$ cat src/rtl/i4mv_pkg.sv
// Shared types and constants for the int4 weight matrix-vector row dot block.
// No dependencies; imported by the controller, datapath, top level and checker.
`timescale 1ns / 1ps
`default_nettype none

package i4mv_pkg;

    localparam int IDX_W       = 12;
    localparam int ACT_W       = 8;
    localparam int BYTE_W      = 8;
    localparam int NIB_W       = 4;
    localparam int PROD_W      = ACT_W + NIB_W;
    localparam int SUM_W       = PROD_W + 1;
    localparam int ACC_W       = 24;
    localparam int ROW_W       = 16;
    localparam int POS_W       = 11;
    localparam int PC_W        = 12;
    localparam int CFG_W       = 16;
    localparam int INDEX_SPACE = 1 << IDX_W;

    localparam logic [PC_W-1:0] MAX_PAIRS = PC_W'(2048);

    localparam logic REQ_LOAD   = 1'b0;
    localparam logic REQ_WEIGHT = 1'b1;

    localparam logic CFG_PAIR_COUNT = 1'b0;
    localparam logic CFG_ROW_COUNT  = 1'b1;

    typedef enum logic
    {
        OUT_EMPTY,
        OUT_FULL
    } out_state_t;

    typedef struct packed
    {
        logic             wr_en;
        logic             rd_en;
        logic [POS_W-1:0] rd_pos;
        logic             adv;
        logic             acc_en;
        logic             row_end;
    } dp_cmd_t;

endpackage

`default_nettype wire

$ cat src/rtl/i4mv_ctrl.sv
// Controller: config registers, byte and row counters, pipeline valids, output state.
// Depends on i4mv_pkg; drives the datapath through dp_cmd_t.
`timescale 1ns / 1ps
`default_nettype none

module i4mv_ctrl
    import i4mv_pkg::*;
(
    input  wire logic             clk,
    input  wire logic             rst_n,
    input  wire logic             cfg_we,
    input  wire logic             cfg_index,
    input  wire logic [CFG_W-1:0] cfg_data,
    input  wire logic             in_valid,
    input  wire logic             req_type,
    output logic                  in_stall,
    output logic                  out_valid,
    input  wire logic             out_stall,
    output logic      [ROW_W-1:0] row_index,
    output logic                  last_row,
    output dp_cmd_t               cmd
);

    out_state_t       state_reg, state_next;
    logic [PC_W-1:0]  pair_count_reg;
    logic [ROW_W-1:0] row_count_reg;
    logic [POS_W-1:0] pos_reg, pos_next;
    logic [ROW_W-1:0] row_ctr_reg, row_ctr_next;
    logic             s1_valid_reg, s1_end_reg, s1_last_reg;
    logic [ROW_W-1:0] s1_row_reg;
    logic             s2_valid_reg, s2_end_reg, s2_last_reg;
    logic [ROW_W-1:0] s2_row_reg;
    logic [ROW_W-1:0] row_index_reg;
    logic             last_row_reg;

    logic             freeze, adv, in_acc, wt_acc, ld_acc, out_load, out_take;
    logic [PC_W-1:0]  eff_pairs, pos_inc;
    logic [ROW_W-1:0] eff_rows;
    logic             byte_end, row_last;

    // config
    always_ff @(posedge clk or negedge rst_n)
    begin
        if (!rst_n)
        begin
            pair_count_reg <= PC_W'(128);
            row_count_reg  <= ROW_W'(1);
        end
        else if (cfg_we)
        begin
            unique case (cfg_index)
                CFG_PAIR_COUNT: pair_count_reg <= cfg_data[PC_W-1:0];
                CFG_ROW_COUNT:  row_count_reg  <= cfg_data[ROW_W-1:0];
            endcase
        end
    end

    // row bookkeeping at acceptance
    always_comb
    begin
        if (pair_count_reg == '0)
            eff_pairs = PC_W'(1);
        else if (pair_count_reg > MAX_PAIRS)
            eff_pairs = MAX_PAIRS;
        else
            eff_pairs = pair_count_reg;
        eff_rows = (row_count_reg == '0) ? ROW_W'(1) : row_count_reg;
        pos_inc  = {1'b0, pos_reg} + PC_W'(1);
        byte_end = (pos_inc >= eff_pairs);
        row_last = (({1'b0, row_ctr_reg} + (ROW_W+1)'(1)) >= {1'b0, eff_rows});
    end

    assign in_acc = in_valid && !in_stall;
    assign wt_acc = in_acc && (req_type == REQ_WEIGHT);
    assign ld_acc = in_acc && (req_type == REQ_LOAD);
    assign adv    = !freeze;

    always_comb
    begin
        pos_next     = pos_reg;
        row_ctr_next = row_ctr_reg;
        if (wt_acc)
        begin
            pos_next = byte_end ? '0 : pos_inc[POS_W-1:0];
            if (byte_end)
                row_ctr_next = row_last ? '0 : row_ctr_reg + ROW_W'(1);
        end
    end

    always_ff @(posedge clk or negedge rst_n)
    begin
        if (!rst_n)
        begin
            pos_reg      <= '0;
            row_ctr_reg  <= '0;
            s1_valid_reg <= 1'b0;
            s2_valid_reg <= 1'b0;
        end
        else
        begin
            pos_reg     <= pos_next;
            row_ctr_reg <= row_ctr_next;
            if (adv)
            begin
                s1_valid_reg <= wt_acc;
                s2_valid_reg <= s1_valid_reg;
            end
        end
    end

    always_ff @(posedge clk)
    begin
        if (adv)
        begin
            s1_end_reg  <= byte_end;
            s1_last_reg <= row_last;
            s1_row_reg  <= row_ctr_reg;
            s2_end_reg  <= s1_end_reg;
            s2_last_reg <= s1_last_reg;
            s2_row_reg  <= s1_row_reg;
        end
        if (out_load)
        begin
            row_index_reg <= s2_row_reg;
            last_row_reg  <= s2_last_reg;
        end
    end

    // output holding state
    assign out_take = (state_reg == OUT_FULL) && !out_stall;
    assign out_load = adv && s2_valid_reg && s2_end_reg;

    always_comb
    begin
        state_next = state_reg;
        unique case (state_reg)
            OUT_EMPTY:
            begin
                if (out_load)
                    state_next = OUT_FULL;
            end
            OUT_FULL:
            begin
                if (!out_load && out_take)
                    state_next = OUT_EMPTY;
            end
        endcase
    end

    always_ff @(posedge clk or negedge rst_n)
    begin
        if (!rst_n)
            state_reg <= OUT_EMPTY;
        else
            state_reg <= state_next;
    end

    always_comb
    begin
        out_valid = 1'b0;
        freeze    = 1'b0;
        unique case (state_reg)
            OUT_EMPTY:
            begin
                out_valid = 1'b0;
                freeze    = 1'b0;
            end
            OUT_FULL:
            begin
                out_valid = 1'b1;
                freeze    = s2_valid_reg && s2_end_reg && out_stall;
            end
        endcase
    end

    assign in_stall  = freeze;
    assign row_index = row_index_reg;
    assign last_row  = last_row_reg;

    always_comb
    begin
        cmd.wr_en   = ld_acc;
        cmd.rd_en   = wt_acc;
        cmd.rd_pos  = pos_reg;
        cmd.adv     = adv;
        cmd.acc_en  = adv && s2_valid_reg;
        cmd.row_end = s2_end_reg;
    end

endmodule

`default_nettype wire

$ cat config.mk
export PLATFORM = sky130hd
export DESIGN_NAME = i4mv_ctrl
export DESIGN_NICKNAME = d
export VERILOG_FILES = /design/src/rtl/i4mv_pkg.sv /design/src/rtl/i4mv_ctrl.sv
export SDC_FILE = /design/constraint.sdc
export NUM_CORES = 1
export LEC_CHECK = 0
export ABC_AREA = 1
export BUFFER_PORTS_ARGS = -buffer_cell sky130_fd_sc_hd__buf_4
export CAP_MARGIN = 20
export CORE_ASPECT_RATIO = 0.7
export CORE_UTILIZATION = 45
export DETAILED_ROUTE_END_ITERATION = 10
export GPL_TIMING_DRIVEN = 0
export PLACE_DENSITY = 0.66
export SETUP_SLACK_MARGIN = 0.3
export SYNTH_ARGS = -nofsm -noshare
export SYNTH_HDL_FRONTEND = slang
export SYNTH_SLANG_ARGS = --single-unit
export TNS_END_PERCENT = 50
$ cat constraint.sdc
create_clock -name clk -period 2.44 [get_ports clk]
set_input_delay 0.244 -clock clk [delete_from_list [all_inputs] [get_ports clk]]
set_output_delay 0.244 -clock clk [all_outputs]
set_load 0.02 [all_outputs]
After elaboration in Yosys (flattened, before gate mapping) --
Index checks and enable logic that the tools add are counted.
Operators by class: shifts and indexed selects 0, add/subtract/negate cells 3, multiplexer cells 10, $lt $le $gt $ge 3, divide/modulo/power cells 0, multiply operators 0, equality and inequality tests 0, bitwise operators 3, reductions and logical operators 17
Operators with widths (count):
- $mux W16 | 2
- $mux W12 | 2
- $add A16 B1 Y17 const B | 1
- $ge A17 B16 Y1 | 1
- $add A16 B1 Y16 const B | 1
- $logic_not A16 Y1 | 1
- $add A11 B1 Y12 const B | 1
- $ge A12 B12 Y1 | 1
- $gt A12 B12 Y1 const B | 1
- $logic_not A12 Y1 | 1
- $mux W11 | 1
- $logic_and A1 B1 Y1 | 9
- $pmux W1 S2 | 3
- $reduce_and A2 Y1 | 3
- $logic_not A1 Y1 | 3
- $not A1 Y1 | 3
- $mux W1 | 2
Word-level totals: output and inout bits 35, latch bits 0, memory bits (writable) 0, ROM bits 0, register bits 111, memories 0

Depth between registers and ports, before layout --
Gate-level depths: netlist of run 1.
depth in word-level cells 10, mapped depth 21, mapped depth without buffers 20

Worst setup path before layout of run 1 --
No wires, ideal clock.
kind register to register, start point reg pos_reg[0], end point reg row_ctr_reg[10], slack -0.370 ns, cell stages (with the launch flop) 20, data arrival time 2.692 ns, path through dfrtp_1 -> ha_1 -> nand2_1 -> nor2_1 -> nand2_1 -> nor3_1 -> nand2_1 -> nand2_1 -> inv_1 -> nor2_1 -> ha_1 -> nand2_1 -> inv_1 -> a21oi_1 -> nand4_2 -> nand2_4 -> inv_1 -> buf_6 -> nand3_1 -> nand2_1
Between the ends: cells in the longest elaborated chain, start to end 3
Ends and longest elaborated chain:
- start, declared | line i4mv_ctrl.sv:27 | logic [POS_W-1:0] pos_reg, pos_next;
- start signal, assigned | line i4mv_ctrl.sv:101 | pos_reg <= pos_next;
- $add A11 B1 Y12 | line i4mv_ctrl.sv:68 | pos_inc = {1'b0, pos_reg} + PC_W'(1);
- $ge A12 B12 Y1 | line i4mv_ctrl.sv:69 | byte_end = (pos_inc >= eff_pairs);
- via byte_end | line i4mv_ctrl.sv:39 | logic byte_end, row_last;
- $reduce_and A2 Y1 (no line)
- end signal, assigned | line i4mv_ctrl.sv:102 | row_ctr_reg <= row_ctr_next;
- end, declared | line i4mv_ctrl.sv:28 | logic [ROW_W-1:0] row_ctr_reg, row_ctr_next;
The timed path passes the listed nets, and every way through them passes these cells. A chain may end at the register's enable or synchronous reset.

Worst setup path in the final report of run 1 --
start point reg row_ctr_reg[1], end point reg s1_last_reg (data pin)
Between the ends: cells in the longest elaborated chain, start to end 2
Ends and longest elaborated chain:
- $add A16 B1 Y17 | line i4mv_ctrl.sv:70 | row_last = (({1'b0, row_ctr_reg} + (ROW_W+1)'(1)) >= {1'b0, eff_rows});
- $ge A17 B16 Y1 | line i4mv_ctrl.sv:70
- via row_last | line i4mv_ctrl.sv:39
- end signal, assigned | line i4mv_ctrl.sv:116 | s1_last_reg <= row_last;
- end, declared | line i4mv_ctrl.sv:29 | logic s1_valid_reg, s1_end_reg, s1_last_reg;
The timed path passes the listed nets, and every way through them passes these cells.

==> results of run 1 <==
worst max-delay path by stage:
stage              startpoint             end  slack, ns  depth (start not counted)
6_report       row_ctr_reg[1]     s1_last_reg      -0.19                         16
5_1_grt            pos_reg[1]  row_ctr_reg[8]      -0.36                         21
4_1_cts        row_ctr_reg[1]     s1_last_reg      -0.15                         16
3_5_place_dp   row_ctr_reg[0]     s1_last_reg      -0.50                         17
3_3_place_gp   row_ctr_reg[0]     s1_last_reg      -0.46                         17
2_1_floorplan      pos_reg[0]  row_ctr_reg[7]      -0.15                         21
power groups by stage:
stage	clock network [mW]	registers, mW	logic (mW)
2_1_floorplan	0	2.51	0.727
4_1_cts	1.51	2.42	1.51
3_5_place_dp	0	2.47	1.19
5_1_grt	1.58	2.46	1.75
3_3_place_gp	0	2.46	1.14
6_report	1.47	2.43	1.56
final cells by class:
class | instances | area [um2] | share of cell area (%)
inverters | 76 | 322 | 4.64
plain buffers | 13 | 97.6 | 1.41
flip-flops and latches | 111 | 3050 | 44.0
well taps | 153 | 191 | 2.76
multi-input cells | 351 | 2280 | 32.9
repair buffers | 82 | 689 | 9.94
clock inverters | 7 | 76.3 | 1.10
clock buffers | 9 | 225 | 3.25
worst max-delay path: stages (launching register included):
cell,delay (ns)
dfrtp_1,0.41
buf_4,0.16
nand3_2,0.10
inv_1,0.11
nand3_2,0.11
nor2_4,0.20
nand3_1,0.11
nand2_1,0.08
nand2_1,0.10
ha_1,0.32
nand3_1,0.11
a21oi_2,0.05
nor2_2,0.10
nand2_2,0.10
nor2_8,0.15
buf_8,0.15
inv_2,0.03
cells in the final DEF (no fill, tap or decap), types with 7 or more instances in the layout:
| cell type | synthesis | routed |
|---|---|---|
| inv_1 | 72 | 69 |
| edfxtp_1 | 53 | 53 |
| xor2_1 | 14 | 8 |
| o21ai_0 | 36 | 29 |
| nand2_2 | 3 | 12 |
| a21oi_1 | 13 | 11 |
| nand3_2 | 2 | 16 |
| nor2_2 | 3 | 7 |
| nand3_1 | 28 | 11 |
| clkbuf_16 | 0 | 9 |
| nand2_1 | 151 | 140 |
| ha_1 | 30 | 26 |
| buf_4 | 4 | 78 |
| dfrtp_1 | 56 | 50 |
| nor2_1 | 40 | 31 |
what timing repair did:
item / 4_1_cts / 5_1_grt
cloned: 2 / 0
hold buffers: 1 / 0
pin swaps: 45 / 42
gates resized for setup: 68 / 32
hold endpoints to repair: 56 / 0
setup endpoints to repair: 32 / 30
setup buffers: 20 / 1
cells by family after synthesis:
family / share of synthesized area, %
and+or+nand+nor: 20.2
DFF: 57.5
buffers and inverters: 6.99
AOI/OAI and AO/OA: 5.43
adders and majority gates: 7.09
xor gates and xnor gates: 2.81
layer usage:
layer | global-route usage, % | up-vias | wire length [um]
li1 | - | 1975 | -
met1 | 28.0 | 1841 | 5520
met2 | 30.9 | 98 | 5070
met3 | 4.27 | 11 | 521
met4 | 5.23 | 0 | 118
met5 | 0 | - | 0
stage by stage:
stage / setup slack, ns / instance area [um2] / cells / TNS (ns)
floorplan: -0.145 / 5340 / 551 / -1.72
global placement: -0.458 / 5960 / 761 / -7.86
detailed placement: -0.501 / 5960 / 762 / -9.02
CTS: -0.150 / 6790 / 801 / -2.95
global route: -0.356 / 6940 / 802 / -8.85
finish: -0.192 / 6940 / 802 / -3.01
==> flow_summary_export.csv, run 1 <==
group,metric,value,unit
floorplanning,floorplan.io_pins,58,
power,power.density,788,nW/um2
global_routing,globalRoute.totalOverflow,0,
hold_path,hold_start,"cfg_data[12]",
run_status,violations,"negative setup slack",
clocking,numCtsBuffers,9,
timing,finalMaxSlewViolations,0,
power,power.switching_fraction,32.8,%
timing,final.period_utilization,108,%
detailed_routing,detail_route.vias_per_cell,4.89,
power,leakage,3.32,nW
critical_path,crit_type,"reg -> reg",
timing,final_period_demand_of_the_worst_path,2.63,ns
timing,fin_worst_hold_slack,0.136,ns
floorplanning,fp-row-count,32,
flow_run,max_cap_violations,0,
cells_and_area,drive_above_1_share,29.6,%
global_routing,antenna_found_initial,0,
critical_path,critical_path_peak_fanout,5,
run_status,outcome,"finished, violations left",
critical_path,r2r_start,"row_ctr_reg[1]",
critical_path,reg2reg_slack,-0.19,ns
clocking,clock_sink_count,111,
placed_design,i_o_buffers,57,
yosys,yosys.area.top_type,"edfxtp_1",
detailed_routing,ant_nets,0,
placed_design,detailed_place_hpwl,7680,um
cells_and_area,num-nets-final,697,
yosys,synthesis.nets,604,
yosys,synthesis_stage_register_bit_count,111,
detailed_routing,drt_iter0_drc,261,
yosys,ys.warnings.count,0,
timing,timing.final.setup_violations,29,
power,share_seq_of_total_power,44.5,%
yosys,synthTopCellsByCount,"nand2_1, inv_1, dfrtp_1, edfxtp_1, nor2_1",
detailed_routing,wl_per_cell,14.0,um
clocking,clock_insertion_delay_worst_skew,0.35,ns
yosys,syn-mean-instance-area,9.61,um2
critical_path,timing.critical_path.required,2.55,ns
yosys,yosys.cell_types.count,34,
detailed_routing,routed_wl,11200,um
power,relative_contribution_of_the_clock_network_to_total_power,26.9,%
timing,post-route-worst-setup-slack,-0.192,ns
critical_path,critical_path.endpoint_type,"register",
power,internal-power,3.67,mW
global_routing,maximum_number_of_pins_on_one_net_before_global_route_repair,59,
timing,rsz0062_at_grt,"yes",
detailed_routing,drt_first_pass_iters,4,
yosys,synth.yosys.seq_area_share,57.5,%
hold_path,timing.hold.worst.class,"in -> reg",
power,power.switching,1.79,mW
critical_path,crit_arrival,2.74,ns
global_routing,grt_use_total,19.8,%
global_routing,grt_pass1_wl,18900,um
cells_and_area,fillers,898,
yosys,async_reset_ff_share,52.3,%
detailed_routing,drc,0,
floorplanning,die_h,92.8,um
floorplanning,initial_core_util,47.1,%
timing,slew_margin_rel,50.8,%
power,irDropWorstVdd,0.337,mV
cells_and_area,antennaDiodeCount,0,
critical_path,r2r_cells,16,
clocking,cts-htree-levels,3,
placed_design,place_congestion,0.873,
power,finalPower,5.46,mW
timing,tightest_slew,0.739,ns
cells_and_area,finish.utilization,61.6,%
floorplanning,floorplan.die_area,12200,um2
timing,maxClockFrequency,380,MHz
clocking,clockBufferDepth,2,
detailed_routing,via_count,3925,
cells_and_area,area_growth_from_synthesis_to_layout,30.9,%
yosys,synthFlopType,"dfrtp_1",
timing,fin_worst_skew,0.00723,ns
clocking,cts_tree,"built",
floorplanning,die_extent_in_x,132,um
power,comb_power_share,28.6,%
yosys,synth-edff-count,53,
hold_path,min_path_cells,3,
yosys,ys_top_cells_by_area,"edfxtp_1, dfrtp_1, nand2_1",
floorplanning,core_region_area,11300,um2
yosys,synthCells,551,
yosys,synth.most_common_cell,"nand2_1",
clocking,clk_pin_slew_worst_paths,0.08,ns
clocking,root_buffer,"clkbuf_16",
global_routing,first_global_vias,3858,
critical_path,r2r_end,"s1_last_reg",
yosys,synth_top_area_share,30.0,%
timing,timing_hold_violations_final,0,
hold_path,worstHoldEndpoint,"row_count_reg[12]",
yosys,netlist_area,5300,um2
critical_path,setup.worst_path.start_class,"register",
Note: power is estimated with default switching activity, not from simulation.
==> run 2: changes to the inputs <==
--- a/config.mk
+++ b/config.mk
@@ -13,7 +13,6 @@
 export DETAILED_ROUTE_END_ITERATION = 10
 export GPL_TIMING_DRIVEN = 0
 export PLACE_DENSITY = 0.66
-export SETUP_SLACK_MARGIN = 0.3
 export SYNTH_ARGS = -nofsm -noshare
 export SYNTH_HDL_FRONTEND = slang
 export SYNTH_SLANG_ARGS = --single-unit
==> run 2 against run 1 <==
Largest cell class unchanged. Setup slack worse by 0.0028 ns. Cell count fell by 0.12%. Fmax down 0.11%. Routed wire length grew 0.29%. Sequential power about the same. Sequential share of layout area up 0.27 points. Count of clock-buffer cells in the layout stayed put. Utilization shrank 0.38 points. Critical endpoint unchanged. Global-route usage decreased by 0.061 points. Clock power about the same. Worst hold slack improved by 0.00098 ns. Combinational power hardly changed. The run still ends with negative setup slack left.
==> flow_summary_export.csv, run 2 (synthesis gave the netlist of run 1 again) <==
group,metric,value,unit
detailed_routing,ant_nets,0,
placed_design,dpl_worst_slack,-0.501,ns
placed_design,cell_count_after_placement,762,
detailed_routing,drt_iter0_drc,214,
critical_path,r2r_start,"row_ctr_reg[1]",
timing,fin_worst_skew,0.00719,ns
global_routing,globalRoute.totalOverflow,0,
power,internal-power,3.66,mW
cells_and_area,fillers,898,
clocking,clk_pin_slew_worst_paths,0.08,ns
critical_path,setup.worst_path.start_class,"register",
timing,timing_hold_violations_final,0,
critical_path,crit_type,"reg -> reg",
timing,final.period_utilization,108,%
placed_design,detailed_place_hpwl,7680,um
timing,finalMaxSlewViolations,0,
global_routing,maximum_number_of_pins_on_one_net_before_global_route_repair,59,
cells_and_area,num-nets-final,696,
timing,timing.final.setup_violations,29,
placed_design,i_o_buffers,57,
cells_and_area,final_common_cell,"nand2_1",
critical_path,critical_path_peak_fanout,5,
timing,maxClockFrequency,379,MHz
floorplanning,initial_core_util,47.1,%
cells_and_area,finish.instance_area,6890,um2
hold_path,hold_start,"cfg_data[12]",
clocking,clock_insertion_delay_worst_skew,0.35,ns
power,comb_power_share,28.5,%
run_status,violations,"negative setup slack",
cells_and_area,layout.area.seq,3050,um2
clocking,cts_tree,"built",
critical_path,critical_path.endpoint_type,"register",
detailed_routing,drt_first_pass_iters,4,
power,power.switching,1.79,mW
clocking,clockBufferDepth,2,
cells_and_area,mostFrequentLayoutCells,"nand2_1, buf_4, inv_1, edfxtp_1, dfrtp_1",
clocking,cts-htree-levels,3,
critical_path,setup.worst_path.start,"row_ctr_reg[1]",
timing,final_period_demand_of_the_worst_path,2.64,ns
cells_and_area,multi_input_area,2280,um2
cells_and_area,antennaDiodeCount,0,
cells_and_area,final_cells,801,
detailed_routing,drc,0,
timing,tightest_slew,0.746,ns
detailed_routing,routed_wl,11300,um
floorplanning,floorplan.io_pins,58,
power,leakage,3.30,nW
power,power.switching_fraction,32.9,%
global_routing,grt_use_total,19.7,%
floorplanning,fp-row-count,32,
flow_run,max_cap_violations,0,
critical_path,crit_arrival,2.75,ns
power,share_seq_of_total_power,44.5,%
detailed_routing,wl_per_cell,14.1,um
clocking,numCtsBuffers,9,
cells_and_area,area_growth_from_synthesis_to_layout,30.1,%
floorplanning,core_region_area,11300,um2
power,power.density,791,nW/um2
floorplanning,die_h,92.8,um
critical_path,timing.critical_path.required,2.55,ns
timing,rsz0062_at_grt,"yes",
detailed_routing,detail_route.vias_per_cell,4.91,
timing,post-route-worst-setup-slack,-0.195,ns
timing,slew_margin_rel,50.3,%
critical_path,reg2reg_slack,-0.20,ns
global_routing,first_global_vias,3871,
hold_path,timing.hold.worst.class,"in -> reg",
clocking,clock_sink_count,111,
cells_and_area,drive_above_1_share,29.3,%
global_routing,antenna_found_initial,0,
run_status,outcome,"finished, violations left",
detailed_routing,via_count,3930,
power,relative_contribution_of_the_clock_network_to_total_power,27.0,%
placed_design,place_area,5960,um2
power,irDropWorstVdd,0.337,mV
floorplanning,die_extent_in_x,132,um
clocking,root_buffer,"clkbuf_16",
global_routing,grt_pass1_wl,18900,um
placed_design,place_congestion,0.873,
floorplanning,floorplan.die_area,12200,um2
run 2: cell types whose count changed in the layout (fill, tap and decap cells not counted):
cell	before	now
inv_2	4	5
buf_6	6	5
buf_4	78	77
bufinv_16	1	0
buf_2	0	1
nand2_2	12	11
nand2_1	140	141
run 2: stage by stage:
step / setup TNS [ns] / power [mW] / hold slack, ns / util, %
after global placement: -7.86 / 3.60 / 0.357 / 52.9
final: -3.09 / 5.45 / 0.137 / 61.3
after detailed placement: -9.02 / 3.66 / 0.368 / 53.0
after floorplan: -1.72 / 3.24 / -0.0516 / -
after CTS: -2.96 / 5.44 / 0.131 / 60.0
after global routing: -8.99 / 5.77 / 0.141 / 61.3
run 2: worst paths after layout:
kind | cells past startpoint | to
hold / removal | 3 | row_count_reg[12]
max in group asynchronous | 2 | row_ctr_reg[10]
min in group asynchronous | 2 | pair_count_reg[0]
setup reg to reg | 16 | s1_last_reg
hold reg to reg | 0 | s2_row_reg[9]
setup / recovery | 16 | s1_last_reg
run 2: timing repair:
item / in CTS / in global routing
resized for setup: 64 / 29
gates cloned: 2 / 0
hold buffers: 1 / 0
endpoints found under the hold margin: 56 / 0
buffers inserted: 19 / 1
setup endpoints to repair: 29 / 30
pin swaps: 44 / 42
run 2: power by group through the flow:
| stage | sequential, mW | clock [mW] | combinational, mW |
|---|---|---|---|
| finish | 2.43 | 1.47 | 1.56 |
| detailed placement | 2.47 | 0 | 1.19 |
| CTS | 2.42 | 1.51 | 1.50 |
| floorplan | 2.51 | 0 | 0.727 |
| global route | 2.45 | 1.58 | 1.74 |
| global placement | 2.46 | 0 | 1.14 |
run 2: worst max-delay path: stages (launching register included):
cell	delay (ns)
dfrtp_1	0.41
buf_4	0.16
nand3_2	0.10
inv_1	0.11
nand3_2	0.11
nor2_4	0.20
nand3_1	0.11
nand2_1	0.08
nand2_1	0.10
ha_1	0.32
nand3_1	0.11
a21oi_2	0.05
nor2_2	0.10
nand2_2	0.10
nor2_8	0.15
buf_8	0.15
inv_2	0.03
run 2: cell type report:
cell class,count,share of cell area (%)
inverters,76,4.28
repair buffers,81,9.89
flip-flops and latches,111,44.3
multi-input cells,351,33.1
clock inverters,7,1.11
clock buffers,9,3.27
well taps,153,2.78
plain buffers,13,1.33
run 2: layer usage:
layer / routed length (um) / track usage, %
met5: 0 / 0
met4: 118 / 5.43
met3: 567 / 4.32
met2: 5090 / 30.9
met1: 5490 / 27.7
==> run 3: changes to the inputs <==
--- a/config.mk
+++ b/config.mk
@@ -13,6 +13,8 @@
 export DETAILED_ROUTE_END_ITERATION = 10
 export GPL_TIMING_DRIVEN = 0
 export PLACE_DENSITY = 0.66
+export RECOVER_POWER = 100
+export SKIP_LAST_GASP = 1
 export SYNTH_ARGS = -nofsm -noshare
 export SYNTH_HDL_FRONTEND = slang
 export SYNTH_SLANG_ARGS = --single-unit
==> run 3 against run 2 <==
The flow still finishes with violations (negative setup slack). Register-to-register slack better by 0.02 ns. Combinational power decreased by 4%. Critical path depth stayed put. Routed wire length down 0.82%. Cell count is the same. Power fell by 0.99%.
==> flow_summary_export.csv, run 3 (synthesis gave the netlist of run 1 again) <==
group,metric,value,unit
run_status,outcome,"finished, violations left",
run_status,violations,"negative setup slack",
global_routing,grt_use_total,19.6,%
detailed_routing,drt_first_pass_iters,4,
floorplanning,floorplan.die_area,12200,um2
power,irDropWorstVdd,0.343,mV
cells_and_area,drive_above_1_share,25.3,%
critical_path,critical_path_peak_fanout,5,
critical_path,reg2reg_slack,-0.18,ns
timing,maxClockFrequency,382,MHz
detailed_routing,ant_nets,0,
floorplanning,initial_core_util,47.1,%
placed_design,detailed_place_hpwl,7680,um
clocking,cts-htree-levels,3,
detailed_routing,wl_per_cell,13.9,um
critical_path,timing.critical_path.required,2.55,ns
placed_design,i_o_buffers,57,
timing,final.period_utilization,107,%
timing,fin_worst_hold_slack,0.136,ns
cells_and_area,finish.utilization,60.3,%
critical_path,crit_path_cell_trace,"buf_4 -> nand3_2 -> inv_1 -> nand3_2 -> nor2_4 -> nand3_1 -> nand2_1 -> nand2_1 -> ha_1 -> nand3_1 -> a21oi_2 -> nor2_2 -> nand2_2 -> nor2_8 -> buf_8 -> inv_1",
critical_path,critical_path_buffer_and_inverter_count,4,
hold_path,timing.hold.worst.class,"in -> reg",
timing,post-route-worst-setup-slack,-0.179,ns
cells_and_area,area_growth_from_synthesis_to_layout,28.2,%
power,leakage,3.22,nW
timing,rsz0062_at_grt,"yes",
floorplanning,core_region_area,11300,um2
detailed_routing,via_count,3939,
global_routing,first_global_vias,3821,
clocking,clk_pin_slew_worst_paths,0.08,ns
detailed_routing,drc,0,
timing,timing_hold_violations_final,0,
critical_path,crit_slowest_cell,"dfrtp_1",
clocking,root_buffer,"clkbuf_16",
cells_and_area,final_common_cell,"nand2_1",
detailed_routing,detail_route.vias_per_cell,4.92,
placed_design,place_congestion,0.873,
timing,tightest_slew,1.46,ns
global_routing,grt_pass1_wl,18700,um
critical_path,critical_path.endpoint_type,"register",
cells_and_area,num-nets-final,696,
critical_path,critPathMaxStageDelay,0.41,ns
timing,fin_worst_skew,0.00799,ns
critical_path,crit_arrival,2.73,ns
flow_run,max_cap_violations,0,
clocking,numCtsBuffers,9,
cells_and_area,fillers,924,
cells_and_area,mostFrequentLayoutCells,"nand2_1, inv_1, buf_4, edfxtp_1, dfrtp_1",
global_routing,maximum_number_of_pins_on_one_net_before_global_route_repair,59,
detailed_routing,drt_iter0_drc,200,
floorplanning,die_extent_in_x,132,um
timing,final_period_demand_of_the_worst_path,2.62,ns
cells_and_area,finish.instance_area,6790,um2
clocking,cts_tree,"built",
floorplanning,die_h,92.8,um
timing,slew_margin_rel,2.91,%
cells_and_area,antennaDiodeCount,0,
critical_path,setup.worst_path.start_class,"register",
critical_path,crit_type,"reg -> reg",
timing,timing.final.setup_violations,29,
clocking,clockBufferDepth,2,
critical_path,crit_path_max_delay_family,"simple AND/OR/NAND/NOR gates",
floorplanning,floorplan.io_pins,58,
global_routing,globalRoute.totalOverflow,0,
clocking,clock_sink_count,111,
detailed_routing,routed_wl,11200,um
clocking,clock_insertion_delay_worst_skew,0.35,ns
floorplanning,fp-row-count,32,
timing,finalMaxSlewViolations,0,
global_routing,antenna_found_initial,0,
placed_design,place_area,5960,um2
power,power.density,796,nW/um2
==> run 3: tightest hold or removal path, stage by stage <==
cell and delay [ns]:
buf_4 0.08, nor2_1 0.03, a21oi_1 0.10
==> run 3: final timing paths <==
kind / to / startpoint / depth (start not counted)
min in group asynchronous: pos_reg[1] / rst_n / 2
setup / recovery: s1_last_reg / row_ctr_reg[1] / 16
max in group asynchronous: row_ctr_reg[0] / rst_n / 2
hold / removal: row_count_reg[12] / cfg_data[12] / 3
hold reg to reg: s2_row_reg[9] / s1_row_reg[9] / 0
setup reg to reg: s1_last_reg / row_ctr_reg[1] / 16
==> run 3: final cells by class <==
class,instances,area [um2],share of cell area [%]
Sequential cell,111,3050,45.0
Multi-Input combinational cell,351,2260,33.3
Timing Repair Buffer,81,597,8.79
Inverter,76,295,4.35
Clock buffer,9,225,3.32
Tap cell,153,191,2.82
Buffer,13,91.3,1.35
Clock inverter,7,76.3,1.12
==> run 3: routing by layer <==
layer / up-vias / part of all wire, % / global-route usage [%]
met5: - / 0 / 0
met4: 0 / 0.90 / 5.04
met3: 10 / 4.2 / 4.27
met2: 94 / 45 / 30.5
met1: 1855 / 50 / 27.7
li1: 1980 / - / -
==> run 3: metrics by stage <==
step                      power (mW)  instances  TNS [ns]  setup WS, ns
after floorplan                 3.24        551     -1.72        -0.145
after global placement          3.60        761     -7.86        -0.458
after detailed placement        3.66        762     -9.02        -0.501
after CTS                       5.40        800     -3.14        -0.160
after global routing            5.72        801     -9.17        -0.358
final                           5.40        801     -3.38        -0.179
==> run 3: where the power goes <==
group	leakage (nW)	internal, mW	switching, mW
Clock	0.149	0.732	0.740
Combinational	1.74	0.636	0.868
Sequential	1.34	2.25	0.174
Total	3.22	3.62	1.78
==> run 3: what timing repair did <==
item,in CTS,in global routing
gates cloned,2,0
setup endpoints to repair,29,30
hold buffers,1,0
buffers inserted,19,1
pin swaps,42,37
resized for setup,53,35
hold endpoints to repair,56,0
